==> config.mk <==
export PLATFORM = sky130hd
export DESIGN_NAME = h264_parameter_set_extractor_top
export DESIGN_NICKNAME = d
export VERILOG_FILES = /design/src/sv/h264pse_pkg.sv /design/src/sv/h264pse_ram.sv /design/src/sv/h264_parameter_set_extractor_top.sv
export SDC_FILE = /design/constraint.sdc
export NUM_CORES = 1
export LEC_CHECK = 0
export BUFFER_PORTS_ARGS = -buffer_cell sky130_fd_sc_hd__buf_2
export CORE_ASPECT_RATIO = 0.8
export CORE_MARGIN = 2
export CORE_UTILIZATION = 57
export DETAILED_ROUTE_END_ITERATION = 16
export GPL_ROUTABILITY_DRIVEN = 1
export PLACE_DENSITY = 0.69
export SLEW_MARGIN = 20
export SYNTH_ARGS = -nofsm -noshare
export SYNTH_HDL_FRONTEND = slang
export SYNTH_SLANG_ARGS = --single-unit
==> constraint.sdc <==
create_clock -name clock -period 12.08 [get_ports clock]
set_input_delay 2.416 -clock clock [delete_from_list [all_inputs] [get_ports clock]]
set_output_delay 2.416 -clock clock [all_outputs]
set_load 0.05 [all_outputs]
==> src/sv/h264pse_pkg.sv <==
// Shared types and constants for the H.264 parameter set extractor.
// No dependencies; imported by the top level and its port checker.
package h264pse_pkg;

   // NAL header and start code bytes
   localparam logic [7:0] NAL_TYPE_MASK = 8'h1F;
   localparam logic [4:0] NAL_TYPE_IDR  = 5'd5;
   localparam logic [4:0] NAL_TYPE_SPS  = 5'd7;
   localparam logic [4:0] NAL_TYPE_PPS  = 5'd8;
   localparam logic [7:0] SC_ZERO       = 8'h00;
   localparam logic [7:0] SC_ONE        = 8'h01;

   // rsp_out_kind codes
   localparam logic OUT_KIND_STATUS = 1'b0;
   localparam logic OUT_KIND_DATA   = 1'b1;

   typedef enum logic [1:0] {
      NAL_NONE,
      NAL_SPS,
      NAL_PPS,
      NAL_OTHER
   } nal_kind_type;

   // where the byte of a queued result item comes from
   typedef enum logic [1:0] {
      SRC_CONST,
      SRC_SPS,
      SRC_PPS
   } item_src_type;

   typedef struct packed {
      logic [7:0] out_byte;
      logic       out_kind;
      logic       run_last;
      logic       key_frame;
      logic       params_ready;
      logic       overflow;
   } item_type;

endpackage

==> src/sv/h264pse_ram.sv <==
// Generic single-write, single-read synchronous RAM with registered read data.
// No dependencies; holds the SPS and PPS byte stores.
module h264pse_ram #(
   parameter int WIDTH = 8,
   parameter int DEPTH = 32
) (
   input  logic                                   clock,
   input  logic                                   wr_en,
   input  logic [((DEPTH > 1) ? $clog2(DEPTH) : 1)-1:0] wr_addr,
   input  logic [WIDTH-1:0]                       wr_data,
   input  logic                                   rd_en,
   input  logic [((DEPTH > 1) ? $clog2(DEPTH) : 1)-1:0] rd_addr,
   output logic [WIDTH-1:0]                       rd_data
);

   logic [WIDTH-1:0] mem_ff [DEPTH];
   logic [WIDTH-1:0] rd_data_ff;

   always_ff @(posedge clock) begin
      if (wr_en) begin
         mem_ff[wr_addr] <= wr_data;
      end
      // read data holds while rd_en is low
      if (rd_en) begin
         rd_data_ff <= mem_ff[rd_addr];
      end
   end

   assign rd_data = rd_data_ff;

endmodule

==> src/sv/h264_parameter_set_extractor_top.sv <==
// Annex-B scanner that captures SPS/PPS into byte RAMs and replays them as extradata.
// Depends on h264pse_pkg and h264pse_ram.
//
// Takes one packet byte per clock while scanning. When the byte marked packet_end
// is taken, req_stall goes high for the result run: 4 + SPS length + 4 + PPS
// length + 1 items when the pair is sent, a single status item otherwise. The run
// moves one item per clock while rsp_stall is low; the SPS and PPS bytes come from
// two-port RAMs with a registered read, and a prefetch stage ahead of the output
// register hides that read register. The stores need no clearing after reset.
module h264_parameter_set_extractor_top
   import h264pse_pkg::*;
#(
   parameter int MAX_SPS_BYTES = 32,
   parameter int MAX_PPS_BYTES = 16
) (
   input  logic       clock,
   input  logic       reset,
   input  logic       req_valid,
   output logic       req_stall,
   input  logic [7:0] req_data_byte,
   input  logic       req_packet_end,
   input  logic       req_rearm,
   output logic       rsp_valid,
   input  logic       rsp_stall,
   output logic [7:0] rsp_out_byte,
   output logic       rsp_out_kind,
   output logic       rsp_run_last,
   output logic       rsp_key_frame,
   output logic       rsp_params_ready,
   output logic       rsp_overflow
);

   localparam int SPS_AW  = $clog2(MAX_SPS_BYTES);
   localparam int PPS_AW  = $clog2(MAX_PPS_BYTES);
   localparam int SPS_LW  = $clog2(MAX_SPS_BYTES + 1);
   localparam int PPS_LW  = $clog2(MAX_PPS_BYTES + 1);
   localparam int MAX_SET = (MAX_SPS_BYTES > MAX_PPS_BYTES) ? MAX_SPS_BYTES : MAX_PPS_BYTES;
   localparam int RUN_W   = $clog2(MAX_SET + 5);
   localparam int IDX_W0  = (SPS_AW > PPS_AW) ? SPS_AW : PPS_AW;
   localparam int IDX_W   = (IDX_W0 > 2) ? IDX_W0 : 2;
   localparam int CNT_W   = IDX_W + 1;

   // a set may run 4 bytes past its store so a trailing start code can be cut
   localparam logic [RUN_W-1:0] SPS_CAP   = RUN_W'(MAX_SPS_BYTES + 4);
   localparam logic [RUN_W-1:0] PPS_CAP   = RUN_W'(MAX_PPS_BYTES + 4);
   localparam logic [RUN_W-1:0] SPS_LIM   = RUN_W'(MAX_SPS_BYTES);
   localparam logic [RUN_W-1:0] PPS_LIM   = RUN_W'(MAX_PPS_BYTES);
   localparam logic [RUN_W-1:0] CUT_SHORT = RUN_W'(2);
   localparam logic [RUN_W-1:0] CUT_LONG  = RUN_W'(3);
   localparam logic [RUN_W-1:0] LONG_MIN  = RUN_W'(4);
   localparam logic [IDX_W-1:0] SC_LAST   = IDX_W'(3);

   typedef enum logic [2:0] {
      ST_IDLE,
      ST_ZS1,
      ST_SPS,
      ST_ZS2,
      ST_PPS,
      ST_STAT
   } emit_state_type;

   // scan state
   logic [23:0]       hist_ff, hist_in;
   logic [1:0]        hist_cnt_ff, hist_cnt_in;
   logic [SPS_LW-1:0] sps_len_ff, sps_len_in;
   logic [PPS_LW-1:0] pps_len_ff, pps_len_in;
   nal_kind_type      nal_kind_ff, nal_kind_in;
   logic [RUN_W-1:0]  run_ff, run_in;
   logic              hdr_ff, hdr_in;
   logic              pair_ff, pair_in;
   logic              done_ff, done_in;
   logic              key_ff, key_in;
   logic              ovf_ff, ovf_in;

   // emission state
   emit_state_type    state_ff, state_in;
   logic [IDX_W-1:0]  idx_ff, idx_in;
   logic [SPS_LW-1:0] em_sps_len_ff, em_sps_len_in;
   logic [PPS_LW-1:0] em_pps_len_ff, em_pps_len_in;
   logic              em_key_ff, em_key_in;
   logic              em_ready_ff, em_ready_in;
   logic              em_ovf_ff, em_ovf_in;

   // prefetch stage and output register
   logic              p_valid_ff, p_valid_in;
   item_src_type      p_src_ff, p_src_in;
   item_type          p_item_ff, p_item_in;
   logic              o_valid_ff, o_valid_in;
   item_type          o_item_ff, o_item_in;

   // scan combinational
   logic              in_acc;
   logic [7:0]        b1, b2, b3;
   logic              start_w, done_eff, capture_w;
   logic [4:0]        nal_type_w;
   nal_kind_type      kind_a;
   logic [RUN_W-1:0]  run_base, run_a, cut_w, len_w;
   logic              sps_we, pps_we;
   logic [SPS_LW-1:0] sps_len_nx;
   logic [PPS_LW-1:0] pps_len_nx;
   logic              ovf_nx, pair_nx, key_nx, hdr_nx, ready_w;

   // emission combinational
   logic              o_free, issue;
   logic [CNT_W-1:0]  idx_next;
   logic              sps_re, pps_re;
   logic [7:0]        sps_rd_data, pps_rd_data;
   logic [7:0]        o_byte;

   assign in_acc    = req_valid && !req_stall;
   assign req_stall = (state_ff != ST_IDLE);

   always_comb begin
      b1         = hist_ff[7:0];
      b2         = hist_ff[15:8];
      b3         = hist_ff[23:16];
      start_w    = !req_packet_end && req_data_byte == SC_ONE && hist_cnt_ff >= 2'd2
                   && b1 == SC_ZERO && b2 == SC_ZERO;
      done_eff   = req_rearm ? 1'b0 : done_ff;
      nal_type_w = 5'(req_data_byte & NAL_TYPE_MASK);
      capture_w  = !done_eff && !pair_ff;

      hdr_nx   = hdr_ff;
      key_nx   = key_ff;
      kind_a   = nal_kind_ff;
      run_base = run_ff;
      run_a    = run_ff;
      cut_w    = '0;
      sps_we   = 1'b0;
      pps_we   = 1'b0;

      if (start_w) begin
         hdr_nx = 1'b1;
         // a zero ahead of 00 00 01 belongs to the start code
         if (hist_cnt_ff == 2'd3 && b3 == SC_ZERO && run_ff >= LONG_MIN) begin
            cut_w = CUT_LONG;
         end else begin
            cut_w = CUT_SHORT;
         end
      end else begin
         if (hdr_ff) begin
            hdr_nx   = 1'b0;
            run_base = '0;
            if (nal_type_w == NAL_TYPE_IDR) begin
               key_nx = 1'b1;
            end
            if (capture_w && nal_type_w == NAL_TYPE_SPS) begin
               kind_a = NAL_SPS;
            end else if (capture_w && nal_type_w == NAL_TYPE_PPS) begin
               kind_a = NAL_PPS;
            end else begin
               kind_a = NAL_OTHER;
            end
         end
         run_a = run_base;
         if (kind_a == NAL_SPS && run_base < SPS_CAP) begin
            sps_we = (run_base < SPS_LIM);
            run_a  = run_base + 1'b1;
         end else if (kind_a == NAL_PPS && run_base < PPS_CAP) begin
            pps_we = (run_base < PPS_LIM);
            run_a  = run_base + 1'b1;
         end
      end

      // close the NAL at a start code or at packet end
      len_w      = (run_a > cut_w) ? (run_a - cut_w) : '0;
      sps_len_nx = sps_len_ff;
      pps_len_nx = pps_len_ff;
      ovf_nx     = ovf_ff;
      pair_nx    = pair_ff;
      nal_kind_in = kind_a;
      run_in      = run_a;
      if (start_w || req_packet_end) begin
         if (kind_a == NAL_SPS) begin
            if (len_w > SPS_LIM) begin
               ovf_nx = 1'b1;
            end else begin
               sps_len_nx = SPS_LW'(len_w);
            end
         end else if (kind_a == NAL_PPS) begin
            if (len_w > PPS_LIM) begin
               ovf_nx = 1'b1;
            end else begin
               pps_len_nx = PPS_LW'(len_w);
            end
         end
         if ((kind_a == NAL_SPS || kind_a == NAL_PPS) && sps_len_nx != '0
             && pps_len_nx != '0) begin
            pair_nx = 1'b1;
         end
         nal_kind_in = NAL_NONE;
         run_in      = '0;
      end
      ready_w = pair_nx && !ovf_nx && !done_eff;

      hist_in     = {hist_ff[15:0], req_data_byte};
      hist_cnt_in = (hist_cnt_ff == 2'd3) ? hist_cnt_ff : hist_cnt_ff + 2'd1;
      sps_len_in  = sps_len_nx;
      pps_len_in  = pps_len_nx;
      hdr_in      = hdr_nx;
      pair_in     = pair_nx;
      key_in      = key_nx;
      ovf_in      = ovf_nx;
      done_in     = done_eff || (req_packet_end && ready_w);

      if (req_packet_end) begin
         hist_in     = '0;
         hist_cnt_in = '0;
         sps_len_in  = '0;
         pps_len_in  = '0;
         nal_kind_in = NAL_NONE;
         run_in      = '0;
         hdr_in      = 1'b0;
         pair_in     = 1'b0;
         key_in      = 1'b0;
         ovf_in      = 1'b0;
      end
   end

   always_comb begin
      o_free   = !o_valid_ff || !rsp_stall;
      issue    = (state_ff != ST_IDLE) && (!p_valid_ff || o_free);
      idx_next = CNT_W'(idx_ff) + 1'b1;
      sps_re   = issue && state_ff == ST_SPS;
      pps_re   = issue && state_ff == ST_PPS;

      state_in      = state_ff;
      idx_in        = idx_ff;
      em_sps_len_in = em_sps_len_ff;
      em_pps_len_in = em_pps_len_ff;
      em_key_in     = em_key_ff;
      em_ready_in   = em_ready_ff;
      em_ovf_in     = em_ovf_ff;
      p_src_in      = p_src_ff;
      p_item_in     = p_item_ff;

      if (in_acc && req_packet_end) begin
         em_sps_len_in = sps_len_nx;
         em_pps_len_in = pps_len_nx;
         em_key_in     = key_nx;
         em_ready_in   = ready_w;
         em_ovf_in     = ovf_nx;
         idx_in        = '0;
         state_in      = ready_w ? ST_ZS1 : ST_STAT;
      end

      if (issue) begin
         p_src_in  = SRC_CONST;
         p_item_in = '{out_byte: SC_ZERO, out_kind: OUT_KIND_DATA, run_last: 1'b0,
                       key_frame: 1'b0, params_ready: 1'b0, overflow: 1'b0};
         case (state_ff)
            ST_ZS1, ST_ZS2: begin
               p_item_in.out_byte = (idx_ff == SC_LAST) ? SC_ONE : SC_ZERO;
               if (idx_ff == SC_LAST) begin
                  idx_in = '0;
                  if (state_ff == ST_ZS1) begin
                     state_in = (em_sps_len_ff == '0) ? ST_ZS2 : ST_SPS;
                  end else begin
                     state_in = (em_pps_len_ff == '0) ? ST_STAT : ST_PPS;
                  end
               end else begin
                  idx_in = IDX_W'(idx_next);
               end
            end
            ST_SPS: begin
               p_src_in = SRC_SPS;
               if (idx_next == CNT_W'(em_sps_len_ff)) begin
                  idx_in   = '0;
                  state_in = ST_ZS2;
               end else begin
                  idx_in = IDX_W'(idx_next);
               end
            end
            ST_PPS: begin
               p_src_in = SRC_PPS;
               if (idx_next == CNT_W'(em_pps_len_ff)) begin
                  idx_in   = '0;
                  state_in = ST_STAT;
               end else begin
                  idx_in = IDX_W'(idx_next);
               end
            end
            ST_STAT: begin
               p_item_in = '{out_byte: SC_ZERO, out_kind: OUT_KIND_STATUS, run_last: 1'b1,
                             key_frame: em_key_ff, params_ready: em_ready_ff,
                             overflow: em_ovf_ff};
               state_in  = ST_IDLE;
            end
            default: begin
               state_in = ST_IDLE;
            end
         endcase
      end

      if (issue) begin
         p_valid_in = 1'b1;
      end else if (p_valid_ff && o_free) begin
         p_valid_in = 1'b0;
      end else begin
         p_valid_in = p_valid_ff;
      end

      case (p_src_ff)
         SRC_SPS: o_byte = sps_rd_data;
         SRC_PPS: o_byte = pps_rd_data;
         default: o_byte = p_item_ff.out_byte;
      endcase

      o_valid_in = o_valid_ff;
      o_item_in  = o_item_ff;
      if (o_free) begin
         o_valid_in         = p_valid_ff;
         o_item_in          = p_item_ff;
         o_item_in.out_byte = o_byte;
      end
   end

   always_ff @(posedge clock) begin
      if (reset) begin
         hist_ff     <= '0;
         hist_cnt_ff <= '0;
         sps_len_ff  <= '0;
         pps_len_ff  <= '0;
         nal_kind_ff <= NAL_NONE;
         run_ff      <= '0;
         hdr_ff      <= 1'b0;
         pair_ff     <= 1'b0;
         done_ff     <= 1'b0;
         key_ff      <= 1'b0;
         ovf_ff      <= 1'b0;
         state_ff    <= ST_IDLE;
         idx_ff      <= '0;
         p_valid_ff  <= 1'b0;
         o_valid_ff  <= 1'b0;
      end else begin
         if (in_acc) begin
            hist_ff     <= hist_in;
            hist_cnt_ff <= hist_cnt_in;
            sps_len_ff  <= sps_len_in;
            pps_len_ff  <= pps_len_in;
            nal_kind_ff <= nal_kind_in;
            run_ff      <= run_in;
            hdr_ff      <= hdr_in;
            pair_ff     <= pair_in;
            done_ff     <= done_in;
            key_ff      <= key_in;
            ovf_ff      <= ovf_in;
         end
         state_ff   <= state_in;
         idx_ff     <= idx_in;
         p_valid_ff <= p_valid_in;
         o_valid_ff <= o_valid_in;
      end
      em_sps_len_ff <= em_sps_len_in;
      em_pps_len_ff <= em_pps_len_in;
      em_key_ff     <= em_key_in;
      em_ready_ff   <= em_ready_in;
      em_ovf_ff     <= em_ovf_in;
      p_src_ff      <= p_src_in;
      p_item_ff     <= p_item_in;
      o_item_ff     <= o_item_in;
   end

   h264pse_ram #(
      .WIDTH (8),
      .DEPTH (MAX_SPS_BYTES)
   ) u_sps_ram (
      .clock   (clock),
      .wr_en   (in_acc && sps_we),
      .wr_addr (run_base[SPS_AW-1:0]),
      .wr_data (req_data_byte),
      .rd_en   (sps_re),
      .rd_addr (idx_ff[SPS_AW-1:0]),
      .rd_data (sps_rd_data)
   );

   h264pse_ram #(
      .WIDTH (8),
      .DEPTH (MAX_PPS_BYTES)
   ) u_pps_ram (
      .clock   (clock),
      .wr_en   (in_acc && pps_we),
      .wr_addr (run_base[PPS_AW-1:0]),
      .wr_data (req_data_byte),
      .rd_en   (pps_re),
      .rd_addr (idx_ff[PPS_AW-1:0]),
      .rd_data (pps_rd_data)
   );

   assign rsp_valid        = o_valid_ff;
   assign rsp_out_byte     = o_item_ff.out_byte;
   assign rsp_out_kind     = o_item_ff.out_kind;
   assign rsp_run_last     = o_item_ff.run_last;
   assign rsp_key_frame    = o_item_ff.key_frame;
   assign rsp_params_ready = o_item_ff.params_ready;
   assign rsp_overflow     = o_item_ff.overflow;

endmodule

==> results of run 1 <==
stage by stage:
stage	area [µm²]	std cells	util	power, µW
after detailed placement	21300	1719	0.593	2070
after global routing	22700	1803	0.635	3530
after CTS	22700	1803	0.634	3460
after floorplan	20700	1269	-	2020
after global placement	21300	1719	0.593	2070
final	22700	1803	0.635	3440
worst max-delay path, stage by stage:
cell	delay (ns)
buf_2	0.63
nand4bb_4	0.18
o41a_1	0.45
o211ai_1	0.61
o21ai_0	0.15
a21oi_1	0.20
ha_1	0.22
inv_1	0.10
ha_1	0.27
o21ai_0	0.12
o211a_1	0.25
nand4_1	0.22
a21boi_0	0.34
a21boi_4	0.33
o21ai_4	0.14
or4_1	0.55
o21ai_1	0.10
registers in the layout (all words and copies together) (netlist names), 6 cells and up:
register and flops:
p_item_ff 6, sps_len_ff 6, u_sps_ram.rd_data 8, u_sps_ram.mem_ff 256, u_pps_ram.mem_ff 128, u_pps_ram.rd_data 8
run_ff 6, rsp_out_byte 8, hist_ff 24, em_sps_len_ff 6
cell type report:
cell class,count,area share
Timing Repair Buffer,40,0.0101
Tap cell,480,0.0264
Sequential cell,495,0.627
Clock buffer,67,0.0600
Clock inverter,17,0.00462
Inverter,25,0.00413
Multi-Input combinational cell,679,0.267
cells by family (layout without fill, tap and decap cells):
| group | Yosys count | after routing | synth area share |
|---|---|---|---|
| flops | 495 | 495 | 0.689 |
| simple gates | 340 | 340 | 0.0796 |
| compound gates | 183 | 183 | 0.0631 |
| mux | 135 | 135 | 0.140 |
| buf+inv | 95 | 149 | 0.0177 |
| xor+xnor | 11 | 11 | 0.00466 |
| fa+ha+maj | 10 | 10 | 0.00605 |
power by group through the flow:
stage | Sequential (µW) | Clock [µW] | Combinational (µW)
6_report | 1880 | 1400 | 151
5_1_grt | 1880 | 1480 | 164
4_1_cts | 1880 | 1420 | 152
3_5_place_dp | 1920 | 0 | 151
3_3_place_gp | 1920 | 0 | 149
2_1_floorplan | 1930 | 0 | 82.5
worst paths after layout:
path                              startpoint                          to  slack, ns  cells after the start
setup / recovery            req_data_byte[0]  sps_len_ff[0]$_SDFFE_PP0P_       5.26                     17
hold / removal    p_item_ff[2]$_SDFFCE_PN0P_     rsp_key_frame$_DFFE_PP_       0.42                      0
setup reg to reg         hdr_ff$_SDFFE_PP0P_  sps_len_ff[0]$_SDFFE_PP0P_       7.13                     16
hold reg to reg   p_item_ff[2]$_SDFFCE_PN0P_     rsp_key_frame$_DFFE_PP_       0.42                      0
routing by layer:
metal / track usage / share of wire / wire [µm] / up-vias
met1: 0.383 / 0.46 / 20200 / 5855
met5: 0 / 0 / 0 / -
met3: 0.0359 / 0.073 / 3190 / 45
met4: 0.0482 / 0.013 / 560 / 0
met2: 0.351 / 0.45 / 19900 / 397
li1: - / - / - / 5095
cell usage in the layout, fill, tap and decap left out, drive strengths merged, types with 8 or more instances in the layout:
master	n
inv	25
buf	40
edfxtp	435
nand2b	10
nor3	25
and2	11
a22oi	15
o21ai	28
dfxtp	60
ha	10
nor2	135
mux4	120
nor2b	11
a21oi	59
nand2	57
clkinv	16
or3	8
and3	27
nor4	11
clkbuf	67
mux2	12
nand3	19
==> flow_summary.ini, run 1 <==
[layout]
regArea_um2 = 14300
drive_gt1_frac = 0.196
n_fill_cell = 2643
n_antenna_cell = 0
areaGrowthSynthToFinish_pct = 9.94
nets = 1312
multiInputGateArea_um2 = 6080

[synth]
yosysTopAreaCellShare = 0.631
synth_flop_cell = edfxtp_1
synthArstFlopShare = 0
synth_edf_count = 435
syn_avg_cell_area_um2 = 16.3
ys_seq_area_frac = 0.689
synthTopCellsByArea = edfxtp_1 (63%), mux4_2 (13%), dfxtp_1 (5.8%), nor2_1 (2.4%), a21oi_1 (1.4%)
synthCells = 1269
ys_warn_count = 0
synth_seq_cells = 495
yosysMostFrequentCell = edfxtp_1
syn-num-nets = 1293
synth_cell_types = 77
synthTopCellsByCount = edfxtp_1 (435), nor2_1 (135), mux4_2 (120)
yosysTopAreaCell = edfxtp_1
synthesis.area_um2 = 20700

[power]
cellPowerDensity_nw_per_um2 = 151
seqPwrFrac = 0.548
pwr-share-comb = 0.044
switching_share = 0.207
p_sw_uw = 711
leakage_uw = 0.00726
peakVddDrop_v = 0.000149
clkPwrFrac = 0.408
internal_power_uw = 2720

[routing]
wirelength_mm = 43.9
drt-wirelength-per-cell_um = 24.3
drt-pass1-iter-count = 5
viasPerCell = 6.32
detail-route-antenna-nets = 0
dr_total_vias = 11392
first_iter_violations = 1229
drc = 0

[clock_tree]
clk_latency_ns = 0.56
clk_path_buf_depth = 3
h-tree-depth = 2
postCtsSetupRepairBufs = 0
ctsRootBufferMaster = clkbuf_16
cts_buffers = 47
clk_pin_slew_ns = 0.06
cts_hold_buffers = 0
cts_resized = 0
tritoncts = done
cts_sinks = 495

[global_route]
grt_max_degree = 62
grt_pass1_wl_mm = 67.4
grtUsageTotal = 0.238
antenna_found_initial = 2
grt_pass1_vias = 10984
overflow = 0

[setup_path]
required_ns = 12.57
arrival_ns = 7.31
startpoint_type = input port
crit_type = in2reg
cp-end-kind = flop
cp_max_fo = 51

[timing]
skew_ns = 0.0175
setup-violations-final = 0
hold_viol = 0
worstMarginPinSlew_ns = 1.01
relSlewSlack = 0.324
rsz0062_at_grt = no
setup_tns_ns = 0
setup_ws_ns = 5.26
period_share = 0.564
whs_ns = 0.419
fmax_ghz = 0.147
fin_crit_ns = 6.82
drv_slew = 0

[die]
die_width_um = 217
initial_core_util = 0.577
ioPinCount = 29
fp.dieArea_um2 = 37800
die_y_um = 174
num_rows = 62
fp.coreArea_um2 = 35800

[placed_design]
io_buffers = 28
place_ws_ns = 4.80
gp_congestion = 0.906
hpwl_mm = 28.0

[run]
drv_cap = 0

[run_status]
status = finished clean

[worst_hold_path]
hp-class = reg2reg
Note: power is estimated with default switching activity, not from simulation.
==> inputs of run 2 (changes only) <==
--- a/config.mk
+++ b/config.mk
@@ -5,13 +5,14 @@
 export SDC_FILE = /design/constraint.sdc
 export NUM_CORES = 1
 export LEC_CHECK = 0
+export ABC_AREA = 1
 export BUFFER_PORTS_ARGS = -buffer_cell sky130_fd_sc_hd__buf_2
 export CORE_ASPECT_RATIO = 0.8
 export CORE_MARGIN = 2
 export CORE_UTILIZATION = 57
 export DETAILED_ROUTE_END_ITERATION = 16
 export GPL_ROUTABILITY_DRIVEN = 1
-export PLACE_DENSITY = 0.69
+export PLACE_DENSITY = 0.72
 export SLEW_MARGIN = 20
 export SYNTH_ARGS = -nofsm -noshare
 export SYNTH_HDL_FRONTEND = slang
==> constraint.sdc (replaced) <==
create_clock -name clock -period 6.2 [get_ports clock]
set_input_delay 1.24 -clock clock [delete_from_list [all_inputs] [get_ports clock]]
set_output_delay 1.24 -clock clock [all_outputs]
set_load 0.05 [all_outputs]
==> run 2 against run 1 <==
Against the previous run:
- via count up 28%
- power up 96%
- utilization up 0.13 points
- combinational power up 89%
- sequential power up 95%
- final cell count up 33%
- global-route usage up 4.4 points
- clock skew down 0.0048 ns
- synthesized cell count up 48%
- cell area up 0.42%
- sequential share of layout area down 0.28 points
- clock power up 98%
==> flow_summary.ini, run 2 <==
[routing]
route.top_layer_used = met5
wirelength_mm = 52.9
viasPerCell = 6.11
met1_length_mm = 22.9
drt-wirelength-per-cell_um = 22.1
dr_total_vias = 14602
drt-pass1-iter-count = 5
detail-route-antenna-nets = 0
wl_met3_mm = 4.83
drc = 0
met2_length_mm = 24.1
first_iter_violations = 1842

[timing]
setup-violations-final = 0
setup_ws_ns = 1.35
fmax_ghz = 0.206
skew_ns = 0.0127
drv_slew = 0
rsz0062_at_grt = no
worstMarginPinSlew_ns = 1.05
relSlewSlack = 0.299
hold_viol = 0
fin_crit_ns = 4.85
whs_ns = 0.422
period_share = 0.782
setup_tns_ns = 0

[die]
fp.dieArea_um2 = 38100
fp.coreArea_um2 = 35900
ioPinCount = 29
die_y_um = 175
initial_core_util = 0.580
die_width_um = 218
num_rows = 62

[placed_design]
place_inst = 2306
place_ws_ns = 0.851
hpwl_mm = 32.3
io_buffers = 28
gp_congestion = 0.886

[power]
clkPwrFrac = 0.412
peakVddDrop_v = 0.000197
p_sw_uw = 1470
leakage_uw = 0.00782
switching_share = 0.219
seqPwrFrac = 0.546
cellPowerDensity_nw_per_um2 = 295
internal_power_uw = 5260
pwr-share-comb = 0.043

[layout]
regArea_um2 = 14300
nets = 1898
final_cells = 2391
layout_commonest_cell = edfxtp_1
reg.largest.list = u_sps_ram.mem_ff x256, u_pps_ram.mem_ff x128, hist_ff x24
multiInputGateArea_um2 = 5790
drive_gt1_frac = 0.0947
n_antenna_cell = 0
mostFrequentLayoutCells = edfxtp_1 (435), nor2_1 (311), nand2_1 (248)
n_fill_cell = 2757
largest_reg_flops = 256
areaGrowthSynthToFinish_pct = 9.70
largest-register = u_sps_ram.mem_ff

[clock_tree]
clk_path_buf_depth = 3
postCtsSetupRepairBufs = 0
clk_pin_slew_ns = 0.06
cts_buffers = 46
clk_latency_ns = 0.58
cts_hold_buffers = 0
h-tree-depth = 2
ctsRootBufferMaster = clkbuf_16
cts_sinks = 495
cts_resized = 0
tritoncts = done

[global_route]
grt_pass1_vias = 13925
antenna_found_initial = 2
grt_pass1_wl_mm = 81.7
grt_max_degree = 158
grtUsageTotal = 0.282
overflow = 0

[synth]
synth_flop_cell = edfxtp_1
synthArstFlopShare = 0
syn_avg_cell_area_um2 = 11.1
ys_seq_area_frac = 0.685
yosysMostFrequentCell = edfxtp_1
synth_cell_types = 53
yosysTopAreaCell = edfxtp_1
synth_seq_cells = 495
synth_edf_count = 435
syn-num-nets = 1897
synthTopCellsByArea = edfxtp_1 (63%), dfxtp_1 (5.8%), nor2_1 (5.6%), o21ai_0 (5.2%), nand2_1 (4.5%)
synthesis.area_um2 = 20800
synthCells = 1873
yosysTopAreaCellShare = 0.627
synthTopCellsByCount = edfxtp_1 (435), nor2_1 (312), nand2_1 (248)
ys_warn_count = 0

[setup_path]
r2r-start = hist_cnt_ff[1]$_SDFFE_PP0P_
crit_type = in2reg
critical-path-max-stage-delay_ns = 0.70
cp_max_fo = 51
worstSetupStartpoint = req_data_byte[6]
worst-path-buf-inv = 7
arrival_ns = 5.31
critPathSlowestCell = buf_2
startpoint_type = input port
cp_common_cell = nand2_1
cp-end-kind = flop
cp_top_family = simple AND/OR/NAND/NOR gates
required_ns = 6.66

[run]
drv_cap = 0

[run_status]
status = finished clean

[worst_hold_path]
hp-class = reg2reg
hp-start = p_item_ff[0]$_SDFFCE_PN0P_
[run 2: cell type report]
cell class              count  share of cell area
multi-input cells        1173               0.253
clock inverters            27             0.00959
repair buffers             50              0.0139
inverters                 108              0.0180
flip-flops and latches    495               0.625
well taps                 480              0.0263
clock buffers              58              0.0542
[run 2: logic make-up after synthesis]
| family | Yosys count | synth area share |
|---|---|---|
| adders and majority gates | 10 | 0.00601 |
| buffers and inverters | 205 | 0.0374 |
| DFF | 495 | 0.685 |
| AOI/OAI and AO/OA | 470 | 0.127 |
| xor gates and xnor gates | 8 | 0.00373 |
| and+or+nand+nor | 685 | 0.140 |
[run 2: final timing paths]
path,end,slack (ns),depth (start not counted)
worst max-delay path,state_ff[2]$_SDFF_PP0_,1.35,30
worst min-delay path,rsp_overflow$_DFFE_PP_,0.42,0
worst max register to register,state_ff[2]$_SDFF_PP0_,1.91,31
worst min register to register,rsp_overflow$_DFFE_PP_,0.42,0
[run 2: power groups by stage]
| stage | clock, µW | sequential (µW) | combinational, µW |
|---|---|---|---|
| floorplan | 0 | 3790 | 125 |
| global placement | 0 | 3740 | 276 |
| detailed placement | 0 | 3750 | 284 |
| CTS | 2790 | 3670 | 285 |
| global route | 2910 | 3680 | 311 |
| finish | 2770 | 3670 | 286 |
[run 2: per-stage QoR]
step                area (µm²)  utilization  power, µW
floorplan                20800            -       3910
global placement         21400        0.595       4020
detailed placement       21400        0.595       4030
CTS                      22800        0.636       6750
global route             22800        0.636       6900
finish                   22800        0.636       6730
[run 2: routing by layer]
layer / track usage / up-vias
li1: - / 6702
met1: 0.423 / 7081
met2: 0.428 / 730
met3: 0.0545 / 87
met4: 0.0722 / 2
met5: 0 / -
==> inputs of run 3 (changes only) <==
==> constraint.sdc (replaced) <==
create_clock -name clock -period 4.1 [get_ports clock]
set_input_delay 0.82 -clock clock [delete_from_list [all_inputs] [get_ports clock]]
set_output_delay 0.82 -clock clock [all_outputs]
set_load 0.05 [all_outputs]
==> run 3 against run 2 <==
Against the previous run:
- sequential power grew 51%
- clock skew rose by 0.011 ns
- power is 51% higher
- clock power up 51%
- setup slack lost 0.94 ns
- utilization is 1.7 points higher
- sequential share of layout area shrank 1.6 points
- combinational power is 55% higher
- register-to-register slack got worse by 1.5 ns
- global-route usage increased by 0.33 points
- critical endpoint unchanged
- largest cell class unchanged
- largest power group unchanged
- highest routed layer unchanged
==> flow_summary.ini, run 3 (synthesis results as in run 2) <==
[die]
ioPinCount = 29
fp.dieArea_um2 = 38100
initial_core_util = 0.580
num_rows = 62
fp.coreArea_um2 = 35900
die_y_um = 175
die_width_um = 218

[layout]
reg.largest.list = u_sps_ram.mem_ff x256, u_pps_ram.mem_ff x128, hist_ff x24
n_antenna_cell = 0
mostFrequentLayoutCells = edfxtp_1 (435), nor2_1 (311), nand2_1 (248)
fin_util = 0.653
finalInstanceArea_um2 = 23400
largest_reg_flops = 256
final_cells = 2467
areaGrowthSynthToFinish_pct = 12.6
layout_commonest_cell = edfxtp_1
largest-register = u_sps_ram.mem_ff
nets = 1976
drive_gt1_frac = 0.133

[clock_tree]
cts_sinks = 495
clk_pin_slew_ns = 0.07
h-tree-depth = 2
tritoncts = done
clk_path_buf_depth = 3
postCtsSetupRepairBufs = 0
cts_buffers = 47
cts_hold_buffers = 0
ctsRootBufferMaster = clkbuf_16
clk_latency_ns = 0.57

[timing]
drv_slew = 0
worstMarginPinSlew_ns = 0.945
fin_crit_ns = 3.69
skew_ns = 0.0235
hold_viol = 0
period_share = 0.901
setup_ws_ns = 0.407
rsz0062_at_grt = no
setup-violations-final = 0
relSlewSlack = 0.368
fmax_ghz = 0.271

[global_route]
grt_pass1_vias = 14158
overflow = 0
grt_max_degree = 89
grt_pass1_wl_mm = 82.8
antenna_found_initial = 1
grtUsageTotal = 0.286

[setup_path]
cp-end-kind = flop
cp_common_cell = nand2_1
setup.worst_path.end = state_ff[2]$_SDFF_PP0_
r2r_end = state_ff[2]$_SDFF_PP0_
arrival_ns = 4.14
critPathSlowestCell = dfxtp_1
required_ns = 4.55
critical-path-max-stage-delay_ns = 0.53
cp_max_fo = 8
crit_type = reg2reg
startpoint_type = flop
r2r-start = hdr_ff$_SDFFE_PP0P_
worstSetupStartpoint = hdr_ff$_SDFFE_PP0P_
r2r_slack_ns = 0.41
rr_worst_depth = 32

[power]
p_total_uw = 10200
cellPowerDensity_nw_per_um2 = 434
peakVddDrop_v = 0.000343
leakage_uw = 0.00823

[routing]
drt-wirelength-per-cell_um = 21.8
first_iter_violations = 2080
drc = 0
dr_total_vias = 14968
detail-route-antenna-nets = 0
drt-pass1-iter-count = 6
wirelength_mm = 53.8
viasPerCell = 6.07

[placed_design]
place_ws_ns = -0.0206
place_inst = 2383
gp_congestion = 0.928
io_buffers = 28
hpwl_mm = 33.7
placed_area_um2 = 22000

[run]
drv_cap = 0

[run_status]
status = finished clean

[worst_hold_path]
hp-start = p_item_ff[0]$_SDFFCE_PN0P_
hp-class = reg2reg
run 3: cell count changes in the layout (fill, tap and decap cells not counted), sizes merged:
cell    before  now
buf         50  127
bufinv       3    2
clkbuf      58   64
clkinv      21   16
inv        109  108
run 3: per-stage QoR:
step	TNS, ns	hold WS [ns]
2_1_floorplan	0	0.400
3_3_place_gp	0	0.405
3_5_place_dp	-0.0206	0.405
4_1_cts	0	0.418
5_1_grt	0	0.441
6_report	0	0.418
run 3: how the worst min path moves through the flow:
stage / to / slack [ns] / cells after the start
floorplan: rsp_key_frame$_DFFE_PP_ / 0.40 / 0
global placement: rsp_run_last$_DFFE_PP_ / 0.41 / 0
detailed placement: rsp_overflow$_DFFE_PP_ / 0.40 / 0
CTS: rsp_overflow$_DFFE_PP_ / 0.42 / 0
global route: rsp_overflow$_DFFE_PP_ / 0.44 / 0
finish: rsp_overflow$_DFFE_PP_ / 0.42 / 0
run 3: report_power, final:
| group | total, µW | switching (µW) | internal, µW |
|---|---|---|---|
| clock | 4170 | 1820 | 2350 |
| combinational | 443 | 350 | 92.1 |
| sequential | 5560 | 28.4 | 5530 |
| total | 10200 | 2200 | 7970 |
run 3: routing by layer:
| layer | track usage | wire length (µm) | part of all wire | vias up |
|---|---|---|---|---|
| li1 | - | - | - | 6856 |
| met1 | 0.431 | 23100 | 0.43 | 7272 |
| met2 | 0.428 | 24300 | 0.45 | 748 |
| met3 | 0.0520 | 5250 | 0.098 | 90 |
| met4 | 0.0808 | 1180 | 0.022 | 2 |
| met5 | 0 | 9 | 0.00017 | - |
run 3: what timing repair did:
item / CTS / global route
gates resized for setup: 0 / 2
endpoints found under the hold margin: 0 / 0
endpoints found under the setup margin: 0 / 2
run 3: area by class of cell:
class                      count  area [µm²]
multi-input combinational   1173        5790
clock inverter                20         171
tap                          480         601
inverter                     108         410
sequential                   495       14300
fill                        2705       12500
clock buffer                  64        1300
timing repair buffer         127         896
run 3: critical path: cells and delay by family, from the launching register on:
| kind | cells | cell delay, ns |
|---|---|---|
| AND/OR/NAND/NOR | 21 | 1.63 |
| buffers and inverters | 6 | 0.54 |
| flip-flops | 1 | 0.53 |
| AO/OA/AOI/OAI | 2 | 0.33 |
| adder cells (fa/ha/maj) | 2 | 0.32 |
| XOR/XNOR | 1 | 0.21 |
